### src/dme_pkg.sv
// ----------------------------------------------------------------------------
// dme_pkg
// Shared types and codes of the discernibility matrix engine: the request and
// response payloads, the command, status and register codes, and the states.
// ----------------------------------------------------------------------------
package dme_pkg;

   localparam logic CMD_WRITE = 1'b0;
   localparam logic CMD_QUERY = 1'b1;

   localparam logic STATUS_OK     = 1'b0;
   localparam logic STATUS_REJECT = 1'b1;

   localparam int CSR_INDEX_BITS = 8;
   localparam int CSR_DATA_BITS  = 16;

   localparam logic [CSR_INDEX_BITS-1:0] CSR_ATTRIBUTE_COUNT = 8'd0;
   localparam logic [CSR_INDEX_BITS-1:0] CSR_OBJECT_COUNT    = 8'd1;

   localparam logic [6:0] ATTRIBUTE_COUNT_RESET = 7'd1;
   localparam logic [8:0] OBJECT_COUNT_RESET    = 9'd256;

   typedef struct packed {
      logic               cmd;
      logic [7:0]         object;
      logic [7:0]         other_object;
      logic [5:0]         attribute;
      logic               cluster;
      logic signed [15:0] value;
   } req_type;

   typedef struct packed {
      logic [31:0] diff_mask;
      logic [15:0] matrix_index;
      logic        status;
   } rsp_type;

   typedef enum logic [2:0] {
      ST_IDLE,
      ST_CHECK,
      ST_READ,
      ST_DRAIN,
      ST_FINISH
   } state_type;

endpackage

### src/dme_engine.sv
// ----------------------------------------------------------------------------
// dme_engine
// Command sequencer: checks a transaction against the configuration, stores
// a value or walks one attribute cluster pair by pair through the value
// memory, builds the difference mask and matrix index, and holds the result.
// ----------------------------------------------------------------------------
module dme_engine #(
   parameter int MAX_OBJECTS    = 256,
   parameter int MAX_ATTRIBUTES = 64,
   parameter int CLUSTER_BITS   = 32,
   parameter int VALUE_BITS     = 16,
   parameter int ADDR_BITS      = 14
) (
   input  logic                  clock,
   input  logic                  reset,
   input  logic                  req_valid,
   output logic                  req_stall,
   input  dme_pkg::req_type      req_data,
   output logic                  rsp_valid,
   input  logic                  rsp_stall,
   output dme_pkg::rsp_type      rsp_data,
   input  logic [6:0]            cfg_attribute_count,
   input  logic [8:0]            cfg_object_count,
   output logic                  mem_we,
   output logic [ADDR_BITS-1:0]  mem_waddr,
   output logic [VALUE_BITS-1:0] mem_wdata,
   output logic [ADDR_BITS-1:0]  mem_raddr_a,
   output logic [ADDR_BITS-1:0]  mem_raddr_b,
   input  logic [VALUE_BITS-1:0] mem_rdata_a,
   input  logic [VALUE_BITS-1:0] mem_rdata_b
);

   localparam int IDX_BITS     = $clog2(CLUSTER_BITS);
   localparam int MAX_CLUSTERS = (MAX_ATTRIBUTES + CLUSTER_BITS - 1) / CLUSTER_BITS;
   localparam int CLU_BITS     = $clog2(MAX_CLUSTERS + 1);
   localparam int NA_BITS      = $clog2(MAX_ATTRIBUTES + 1);
   localparam int NO_BITS      = $clog2(MAX_OBJECTS + 1);
   localparam logic [VALUE_BITS-1:0] MISSING = '1;

   dme_pkg::state_type    state_ff, state_in;
   dme_pkg::req_type      req_ff, req_in;
   dme_pkg::rsp_type      rsp_data_ff, rsp_data_in;
   logic                  rsp_valid_ff, rsp_valid_in;
   logic                  status_ff, status_in;
   logic                  ok_ff, ok_in;
   logic [IDX_BITS-1:0]   last_ff, last_in;
   logic [IDX_BITS-1:0]   i_ff, i_in;
   logic [ADDR_BITS-1:0]  row_addr_ff, row_addr_in;
   logic [ADDR_BITS-1:0]  col_addr_ff, col_addr_in;
   logic [15:0]           tri_ff, tri_in;
   logic [CLU_BITS-1:0]   clusters_ff, clusters_in;
   logic                  pend_valid_ff, pend_valid_in;
   logic [IDX_BITS-1:0]   pend_bit_ff, pend_bit_in;
   logic [31:0]           mask_ff, mask_in;

   logic [NA_BITS-1:0]      na_eff;
   logic [NO_BITS-1:0]      no_eff;
   logic [MAX_CLUSTERS-1:0] cluster_used;
   logic                    write_ok, query_ok;
   logic [31:0]             remaining;
   logic signed [31:0]      value_ext;
   logic                    hit, slot_free, rsp_load, issue;
   logic [15:0]             index_value;

   // Effective configuration, register values saturated into range.
   always_comb begin
      if (cfg_attribute_count == 7'd0) begin
         na_eff = NA_BITS'(1);
      end else if (32'(cfg_attribute_count) > 32'(MAX_ATTRIBUTES)) begin
         na_eff = NA_BITS'(MAX_ATTRIBUTES);
      end else begin
         na_eff = NA_BITS'(cfg_attribute_count);
      end
      if (cfg_object_count == 9'd0) begin
         no_eff = NO_BITS'(1);
      end else if (32'(cfg_object_count) > 32'(MAX_OBJECTS)) begin
         no_eff = NO_BITS'(MAX_OBJECTS);
      end else begin
         no_eff = NO_BITS'(cfg_object_count);
      end
      // A cluster is in use when at least one of its attributes is.
      for (int k = 0; k < MAX_CLUSTERS; k++) begin
         cluster_used[k] = 32'(na_eff) > 32'(k * CLUSTER_BITS);
      end
      clusters_in = CLU_BITS'($countones(cluster_used));
   end

   always_comb begin
      write_ok  = (32'(req_ff.object) < 32'(no_eff))
               && (32'(req_ff.attribute) < 32'(na_eff));
      query_ok  = (32'(req_ff.object) < 32'(no_eff))
               && (req_ff.other_object < req_ff.object)
               && (32'(req_ff.cluster) < 32'(clusters_in));
      remaining = 32'(na_eff) - 32'd1 - 32'(req_ff.cluster) * 32'(CLUSTER_BITS);
      if (remaining >= 32'(CLUSTER_BITS - 1)) begin
         last_in = IDX_BITS'(CLUSTER_BITS - 1);
      end else begin
         last_in = IDX_BITS'(remaining);
      end
      row_addr_in = ADDR_BITS'(32'(req_ff.object) * 32'(MAX_ATTRIBUTES)
                  + 32'(req_ff.cluster) * 32'(CLUSTER_BITS));
      col_addr_in = ADDR_BITS'(32'(req_ff.other_object) * 32'(MAX_ATTRIBUTES)
                  + 32'(req_ff.cluster) * 32'(CLUSTER_BITS));
      tri_in = 16'(((32'(req_ff.object) * (32'(req_ff.object) - 32'd1)) >> 1)
             + 32'(req_ff.other_object));
      value_ext = 32'(req_ff.value);
   end

   assign slot_free = !rsp_valid_ff || !rsp_stall;

   // Next state.
   always_comb begin
      state_in = state_ff;
      case (state_ff)
         dme_pkg::ST_IDLE: begin
            if (req_valid) begin
               state_in = dme_pkg::ST_CHECK;
            end
         end
         dme_pkg::ST_CHECK: begin
            if (req_ff.cmd == dme_pkg::CMD_QUERY && query_ok) begin
               state_in = dme_pkg::ST_READ;
            end else begin
               state_in = dme_pkg::ST_FINISH;
            end
         end
         dme_pkg::ST_READ: begin
            if (i_ff == last_ff) begin
               state_in = dme_pkg::ST_DRAIN;
            end
         end
         dme_pkg::ST_DRAIN: begin
            state_in = dme_pkg::ST_FINISH;
         end
         dme_pkg::ST_FINISH: begin
            if (slot_free) begin
               state_in = dme_pkg::ST_IDLE;
            end
         end
         default: begin
            state_in = dme_pkg::ST_IDLE;
         end
      endcase
   end

   // State outputs.
   always_comb begin
      req_stall = 1'b1;
      mem_we    = 1'b0;
      issue     = 1'b0;
      rsp_load  = 1'b0;
      case (state_ff)
         dme_pkg::ST_IDLE: begin
            req_stall = 1'b0;
         end
         dme_pkg::ST_CHECK: begin
            mem_we = (req_ff.cmd == dme_pkg::CMD_WRITE) && write_ok;
         end
         dme_pkg::ST_READ: begin
            issue = 1'b1;
         end
         dme_pkg::ST_DRAIN: begin
            issue = 1'b0;
         end
         dme_pkg::ST_FINISH: begin
            rsp_load = slot_free;
         end
         default: begin
            req_stall = 1'b1;
         end
      endcase
   end

   assign mem_waddr   = ADDR_BITS'(32'(req_ff.object) * 32'(MAX_ATTRIBUTES)
                      + 32'(req_ff.attribute));
   assign mem_wdata   = value_ext[VALUE_BITS-1:0];
   assign mem_raddr_a = row_addr_ff + ADDR_BITS'(i_ff);
   assign mem_raddr_b = col_addr_ff + ADDR_BITS'(i_ff);

   assign hit = (mem_rdata_a != mem_rdata_b) && (mem_rdata_a != MISSING)
             && (mem_rdata_b != MISSING);

   assign index_value = ok_ff
                      ? 16'(32'(tri_ff) * 32'(clusters_ff) + 32'(req_ff.cluster))
                      : 16'd0;

   // Datapath next values.
   always_comb begin
      req_in        = req_ff;
      status_in     = status_ff;
      ok_in         = ok_ff;
      i_in          = i_ff;
      mask_in       = mask_ff;
      pend_valid_in = issue;
      pend_bit_in   = i_ff;
      rsp_data_in   = rsp_data_ff;
      rsp_valid_in  = rsp_valid_ff && rsp_stall;
      if (state_ff == dme_pkg::ST_IDLE && req_valid) begin
         req_in = req_data;
      end
      if (state_ff == dme_pkg::ST_CHECK) begin
         i_in    = '0;
         mask_in = '0;
         ok_in   = (req_ff.cmd == dme_pkg::CMD_QUERY) && query_ok;
         if (req_ff.cmd == dme_pkg::CMD_QUERY) begin
            status_in = query_ok ? dme_pkg::STATUS_OK : dme_pkg::STATUS_REJECT;
         end else begin
            status_in = write_ok ? dme_pkg::STATUS_OK : dme_pkg::STATUS_REJECT;
         end
      end
      if (issue) begin
         i_in = i_ff + IDX_BITS'(1);
      end
      // Read data lands in the cycle after its address; bits past 31 are dropped.
      if (pend_valid_ff && hit) begin
         for (int k = 0; k < 32; k++) begin
            if (32'(pend_bit_ff) == 32'(k)) begin
               mask_in[k] = 1'b1;
            end
         end
      end
      if (rsp_load) begin
         rsp_valid_in             = 1'b1;
         rsp_data_in.diff_mask    = mask_ff;
         rsp_data_in.matrix_index = index_value;
         rsp_data_in.status       = status_ff;
      end
   end

   always_ff @(posedge clock) begin
      if (reset) begin
         state_ff      <= dme_pkg::ST_IDLE;
         rsp_valid_ff  <= 1'b0;
         pend_valid_ff <= 1'b0;
      end else begin
         state_ff      <= state_in;
         rsp_valid_ff  <= rsp_valid_in;
         pend_valid_ff <= pend_valid_in;
      end
   end

   always_ff @(posedge clock) begin
      req_ff      <= req_in;
      rsp_data_ff <= rsp_data_in;
      status_ff   <= status_in;
      ok_ff       <= ok_in;
      i_ff        <= i_in;
      mask_ff     <= mask_in;
      pend_bit_ff <= pend_bit_in;
      if (state_ff == dme_pkg::ST_CHECK) begin
         last_ff     <= last_in;
         row_addr_ff <= row_addr_in;
         col_addr_ff <= col_addr_in;
         tri_ff      <= tri_in;
         clusters_ff <= clusters_in;
      end
   end

   assign rsp_valid = rsp_valid_ff;
   assign rsp_data  = rsp_data_ff;

`ifndef SYNTH
   a_write_only_on_check: assert property (@(posedge clock) disable iff (reset)
      mem_we |-> (state_ff == dme_pkg::ST_CHECK && req_ff.cmd == dme_pkg::CMD_WRITE))
      else $error("value store written outside a write transaction");

   a_reject_is_empty: assert property (@(posedge clock) disable iff (reset)
      (rsp_valid_ff && rsp_data_ff.status == dme_pkg::STATUS_REJECT)
      |-> (rsp_data_ff.diff_mask == 32'd0 && rsp_data_ff.matrix_index == 16'd0))
      else $error("rejected response carries a mask or index");

   a_pending_read_in_walk: assert property (@(posedge clock) disable iff (reset)
      pend_valid_ff |-> (state_ff == dme_pkg::ST_READ || state_ff == dme_pkg::ST_DRAIN))
      else $error("read data returned outside the cluster walk");

   a_walk_in_bounds: assert property (@(posedge clock) disable iff (reset)
      (state_ff == dme_pkg::ST_READ) |-> (i_ff <= last_ff))
      else $error("attribute counter ran past the cluster end");
`endif

endmodule

### config.mk
export PLATFORM = sky130hd
export DESIGN_NAME = dme_engine
export DESIGN_NICKNAME = d
export VERILOG_FILES = /design/src/dme_pkg.sv /design/src/dme_engine.sv
export SDC_FILE = /design/constraint.sdc
export NUM_CORES = 1
export LEC_CHECK = 0
export BUFFER_PORTS_ARGS = -buffer_cell sky130_fd_sc_hd__buf_2
export CORE_MARGIN = 4
export CORE_UTILIZATION = 40
export CTS_BUF_LIST = sky130_fd_sc_hd__clkbuf_4 sky130_fd_sc_hd__clkbuf_8 sky130_fd_sc_hd__clkbuf_16
export DETAILED_ROUTE_END_ITERATION = 7
export SETUP_SLACK_MARGIN = 0.15
export SYNTH_ARGS = -nofsm -noshare
export SYNTH_HDL_FRONTEND = slang
export SYNTH_SLANG_ARGS = --single-unit
### constraint.sdc
create_clock -name clock -period 9.3 [get_ports clock]
set_input_delay 0.465 -clock clock [delete_from_list [all_inputs] [get_ports clock]]
set_output_delay 0.465 -clock clock [all_outputs]
set_load 0.03 [all_outputs]
Word level (Yosys, flattened, before mapping)
Index checks and enable logic that the tools add are counted.
{"block": "word_totals", "ff_bits": 189, "latchBits": 0, "mem_bits_rw": 0, "romBits": 0, "input_bits": 92, "output_inout_bits": 110, "elab_cells": 160, "memories": 0}
{"block": "classes", "addsub": 12, "n_mul": 2, "n_div": 0, "order_cmp": 9, "eq_ne": 42, "shifts": 0, "mux": 53, "n_bitwise": 1, "n_reduce_logical": 19}
{"cell": "equality test 5 bit, second input constant", "count": 16}
{"cell": "2-to-1 mux 32 bit", "count": 2}
{"cell": "adder 14 x 6 -> 14 bit", "count": 3}
{"cell": "equality test 5 x 4 -> 1 bit, second input constant", "count": 8}
{"cell": "2-to-1 mux 1 bit", "count": 40}
{"cell": "greater-or-equal comparator 32 x 5 -> 1 bit, second input constant", "count": 1}
{"cell": "inequality test 16 bit, second input constant", "count": 2}
{"cell": "adder 14 x 5 -> 14 bit", "count": 2}
{"cell": "equality test 5 x 3 -> 1 bit, second input constant", "count": 4}
{"cell": "2-to-1 mux 9 bit", "count": 2}
{"cell": "multiplier 9 x 9 -> 17 bit", "count": 1}
{"cell": "adder 16 x 1 -> 16 bit", "count": 1}
{"cell": "adder 16 x 8 -> 16 bit", "count": 1}
{"cell": "multiplier 16 x 2 -> 16 bit", "count": 1}
{"cell": "inequality test 16 bit", "count": 1}
{"cell": "case mux 3 bit (5 select lines)", "count": 1}
{"cell": "2-to-1 mux 7 bit", "count": 2}
{"cell": "2-to-1 mux 3 bit", "count": 4}
{"cell": "equality test 5 x 2 -> 1 bit, second input constant", "count": 2}
{"cell": "logical AND 1 bit", "count": 10}
{"cell": "2-to-1 mux 5 bit", "count": 2}
{"cell": "greater-than comparator 9 bit, second input constant", "count": 1}
{"cell": "logical NOT 9 bit", "count": 1}
{"cell": "< comparator 8 x 9 -> 1 bit", "count": 1}
{"cell": "other kinds (25)", "count": 29}

Depth between registers and ports, before layout
{"block": "depth", "word_depth": 10, "depth_mapped": 24, "mapped_depth_nobuf": 23}

Worst setup path before layout
OpenSTA, ideal clock, no wires.
{"block": "synth_timing", "path_kind": "register -> register", "start": "reg req_ff[31] in the netlist's numbering", "end": "reg tri_ff[15] (data pin)", "t_arrival_ns": 6.344, "path_slack_ns": 2.696, "path_stages_with_launch": 23, "path_buffers": 1, "cell_sequence": "edfxtp_1 > inv_1 > clkbuf_1 > ha_1 > nand4_1 > ha_1 > nand2b_1 > fa_1 > fa_1 > inv_1 > fa_1 > fa_1 > inv_1 > fa_1 > inv_1 > ha_1 > a21o_1 > a311o_1 > a2111oi_4 > nand4b_2 > nor3_2 > nand3_1 > xnor2_1"}
{"block": "synth_between", "elab_chain_len": 3}
{"element": "start: declaration", "line_no": "dme_engine.sv:41", "rtl": "dme_pkg::req_type req_ff, req_in;"}
{"element": "start signal: assignment", "line_no": "dme_engine.sv:243", "rtl": "req_ff <= req_in;"}
{"element": "subtractor 8 x 1 -> 9 bit", "line_no": "dme_engine.sv:104", "rtl": "tri_in = 16'(((32'(req_ff.object) * (32'(req_ff.object) - 32'd1)) >> 1)"}
{"element": "multiplier 9 x 9 -> 17 bit *", "line_no": "dme_engine.sv:104"}
{"element": "adder 16 x 8 -> 16 bit *", "line_no": "dme_engine.sv:105", "rtl": "+ 32'(req_ff.other_object));"}
{"element": "named net tri_in[15]", "line_no": "dme_engine.sv:50", "rtl": "logic [15:0] tri_ff, tri_in;"}
{"element": "end signal: assignment", "line_no": "dme_engine.sv:254", "rtl": "tri_ff <= tri_in;"}
{"element": "end: declaration", "line_no": "dme_engine.sv:50"}
The timed path passes the listed nets; every way through them passes the cells marked *.
A chain may end at the register's enable or synchronous reset.

Worst setup path in the final report
Ends and elaborated chain as after synthesis.

==> results.json <==
{
  "drt-total-wl_um": 24000,
  "start_kind": "flop",
  "grt_pass1_vias": 7304,
  "cts_tree": "done",
  "cts_made_buffers": 17,
  "reg2reg_to": "tri_ff[15]",
  "grt_overflow": 0,
  "num-nets-final": 1384,
  "fp.coreArea_mm2": 0.0262,
  "hold_path_startpoint": "req_data[10]",
  "yosys-top-cells-area": "edfxtp_1, ha_1, fa_1",
  "drv_cap": 0,
  "h-tree-depth": 4,
  "ys_ff_latch": 178,
  "die_y_um": 172,
  "yosysSeqAreaShare_pct": 45.9,
  "ff2ff_setup_slack_ps": 2280,
  "post-cts-setup-buffers": 0,
  "drc": 0,
  "synth_top_cell_by_area": "edfxtp_1",
  "status": "finished, final reports clean",
  "cts_sinks": 178,
  "die_x_um": 172,
  "portBuffers": 201,
  "period_share_pct": 75.5,
  "critPathCaptureType": "flop",
  "mostFrequentLayoutCells": "buf_2, edfxtp_1, ha_1, inv_1, nand2_1",
  "max_freq_mhz": 142,
  "rows": 59,
  "clock-skew-final_ps": 11.5,
  "synthDistinctLibCells": 55,
  "ir_drop_v": 0.000178,
  "cts_max_path_buffers": 2,
  "cts_hold_buf": 0,
  "hp-class": "in2reg",
  "synthesis.nets": 1209,
  "critPathRequiredTime_ps": 9480,
  "synth_area_per_cell_um2": 11.1,
  "max_slew.worst_pin.slew_ps": 1030,
  "r2r_cells": 21,
  "period_needed_ps": 7020,
  "yosys_warnings": 0,
  "die-area_mm2": 0.0295,
  "synth_cells": 967,
  "place.gp.congestion": 0.850,
  "final_common_cell": "buf_2",
  "tns_ps": 0,
  "hold_violations": 0,
  "hpwl_um": 18500,
  "setup_viol": 0,
  "start_util_pct": 40.9,
  "drtAntennaViolNets": 0,
  "synth_area_mm2": 0.0107,
  "rsz0062_at_grt": "no",
  "vias": 7337,
  "clockRootBuffer": "clkbuf_16",
  "grt_use_total_pct": 16.4,
  "instances_no_fill": 1491,
  "crit_type": "reg2reg",
  "maxSlewHeadroom_pct": 31.6,
  "final-max-slew-violation-count": 0,
  "fin_hold_ws_ps": 197,
  "nFillCells": 2402,
  "antenna_found_initial": 2,
  "path_clk_slew_ps": 90,
  "worstReg2RegStart": "req_ff[31]",
  "yosysTopAreaCellShare_pct": 38.1,
  "post_drt_wl_per_cell_um": 16.1,
  "areaGrowthSynthToFinish_pct": 16.6,
  "p_per_area_mw_per_mm2": 272,
  "synth_async_sr_flop_share_pct": 0,
  "holdPathStages": 1,
  "synth_edf_count": 136,
  "arrival_ps": 7200,
  "p_leak_nw": 5.41,
  "drt_iter0_drc": 450,
  "ys.flop_type": "edfxtp_1",
  "crit_fanout": 14,
  "grt_pass1_wl_um": 38100,
  "drt_pass1_iterations": 4,
  "grt_max_degree": 50,
  "dp.cells": 1458,
  "drive_gt1_share_pct": 22.0,
  "ioPinCount": 202,
  "cts_resized": 0,
  "viasPerCell": 4.92,
  "whs_endpoint": "mem_wdata[10]",
  "clkLatencyLatePin_ps": 440
}
-- worst max-delay path, cell delays in order, from the launching register on --
cell       delay (ps)
edfxtp_1          520
inv_1             380
ha_1              270
nand4_1           250
ha_1              460
nand2b_1          190
fa_1              490
fa_1              540
inv_1              60
fa_1              500
fa_1              540
inv_1              50
fa_1              490
inv_1              40
ha_1              380
a21o_1            240
a311o_1           370
a2111oi_4         380
nand4b_2          170
nor3_2            190
nand3_1           120
xnor2_1           140
-- routing by layer --
layer	wire (um)	share of wire (%)	GRT usage, %	vias up
met2	10800	45	26.1	226
met3	1580	6.6	3.98	15
met1	11300	47	22.7	3397
li1	-	-	-	3697
met4	254	1.1	4.07	2
met5	13	0.054	0	-
-- synth_stat cells, types with 12 or more instances --
cell type and n:
nor2_1 73, buf_4 36, nand2_1 80, nand4_1 15, nor3_1 17, nor4_1 12
edfxtp_1 136, inv_1 83, and2_1 30, a21oi_1 40, dfxtp_1 42, xor2_1 28
o21ai_0 50, fa_1 45, nand2b_1 31, xnor2_1 33, ha_1 105
-- worst max-delay path by stage --
stage                             to  cells after the start        from
after global routing      tri_ff[15]                     21  req_ff[31]
after floorplan           tri_ff[15]                     22  req_ff[31]
after detailed placement  tri_ff[15]                     21  req_ff[31]
after CTS                 tri_ff[15]                     21  req_ff[31]
final                     tri_ff[15]                     21  req_ff[31]
after global placement    tri_ff[15]                     21  req_ff[31]
-- kinds of logic (layout without fill, tap and decap cells) --
logic type                 count (synthesis)  after routing  synth area share (%)
DFF                                      178            178                  45.9
adders and majority gates                150            150                  20.6
other                                      0              1                     0
xor gates and xnor gates                  61             61                  4.98
AOI/OAI and AO/OA                        141            141                  8.36
buffers and inverters                    131            319                  5.84
and+or+nand+nor                          306            306                  14.3
-- layout make-up --
class	instances	area [um2]	area share [%]
multi-input combinational	658	5190	41.5
sequential	178	4920	39.4
timing repair buffer	203	1020	8.16
clock buffer	17	425	3.40
tap	335	419	3.35
inverter	84	315	2.52
clock inverter	15	214	1.71
antenna	1	2.50	0.0200
-- registers in the layout (all words and copies together) (netlist names), 8 cells and up --
signal / flops
rsp_data: 49
tri_ff: 16
req_ff: 24
row_addr_ff: 9
mem_wdata: 16
mask_ff: 32
col_addr_ff: 8
-- power breakdown --
part / leakage (nW) / internal [mW] / switching (mW)
sequential: 1.61 / 0.981 / 0.0346
combinational: 3.49 / 0.695 / 0.922
clock: 0.308 / 0.380 / 0.391
total: 5.41 / 2.06 / 1.35
-- per-stage QoR --
step           setup WS (ps)  cell area, um2  total power, mW  util, %
2_1_floorplan           2700           10700             2.35        -
4_1_cts                 2220           12500             3.43     47.7
6_report                2280           12500             3.40     47.7
3_3_place_gp            2380           11900             2.63     45.3
5_1_grt                 1780           12500             3.70     47.7
3_5_place_dp            2250           11900             2.64     45.3
Note: power is estimated with default switching activity, not from simulation.
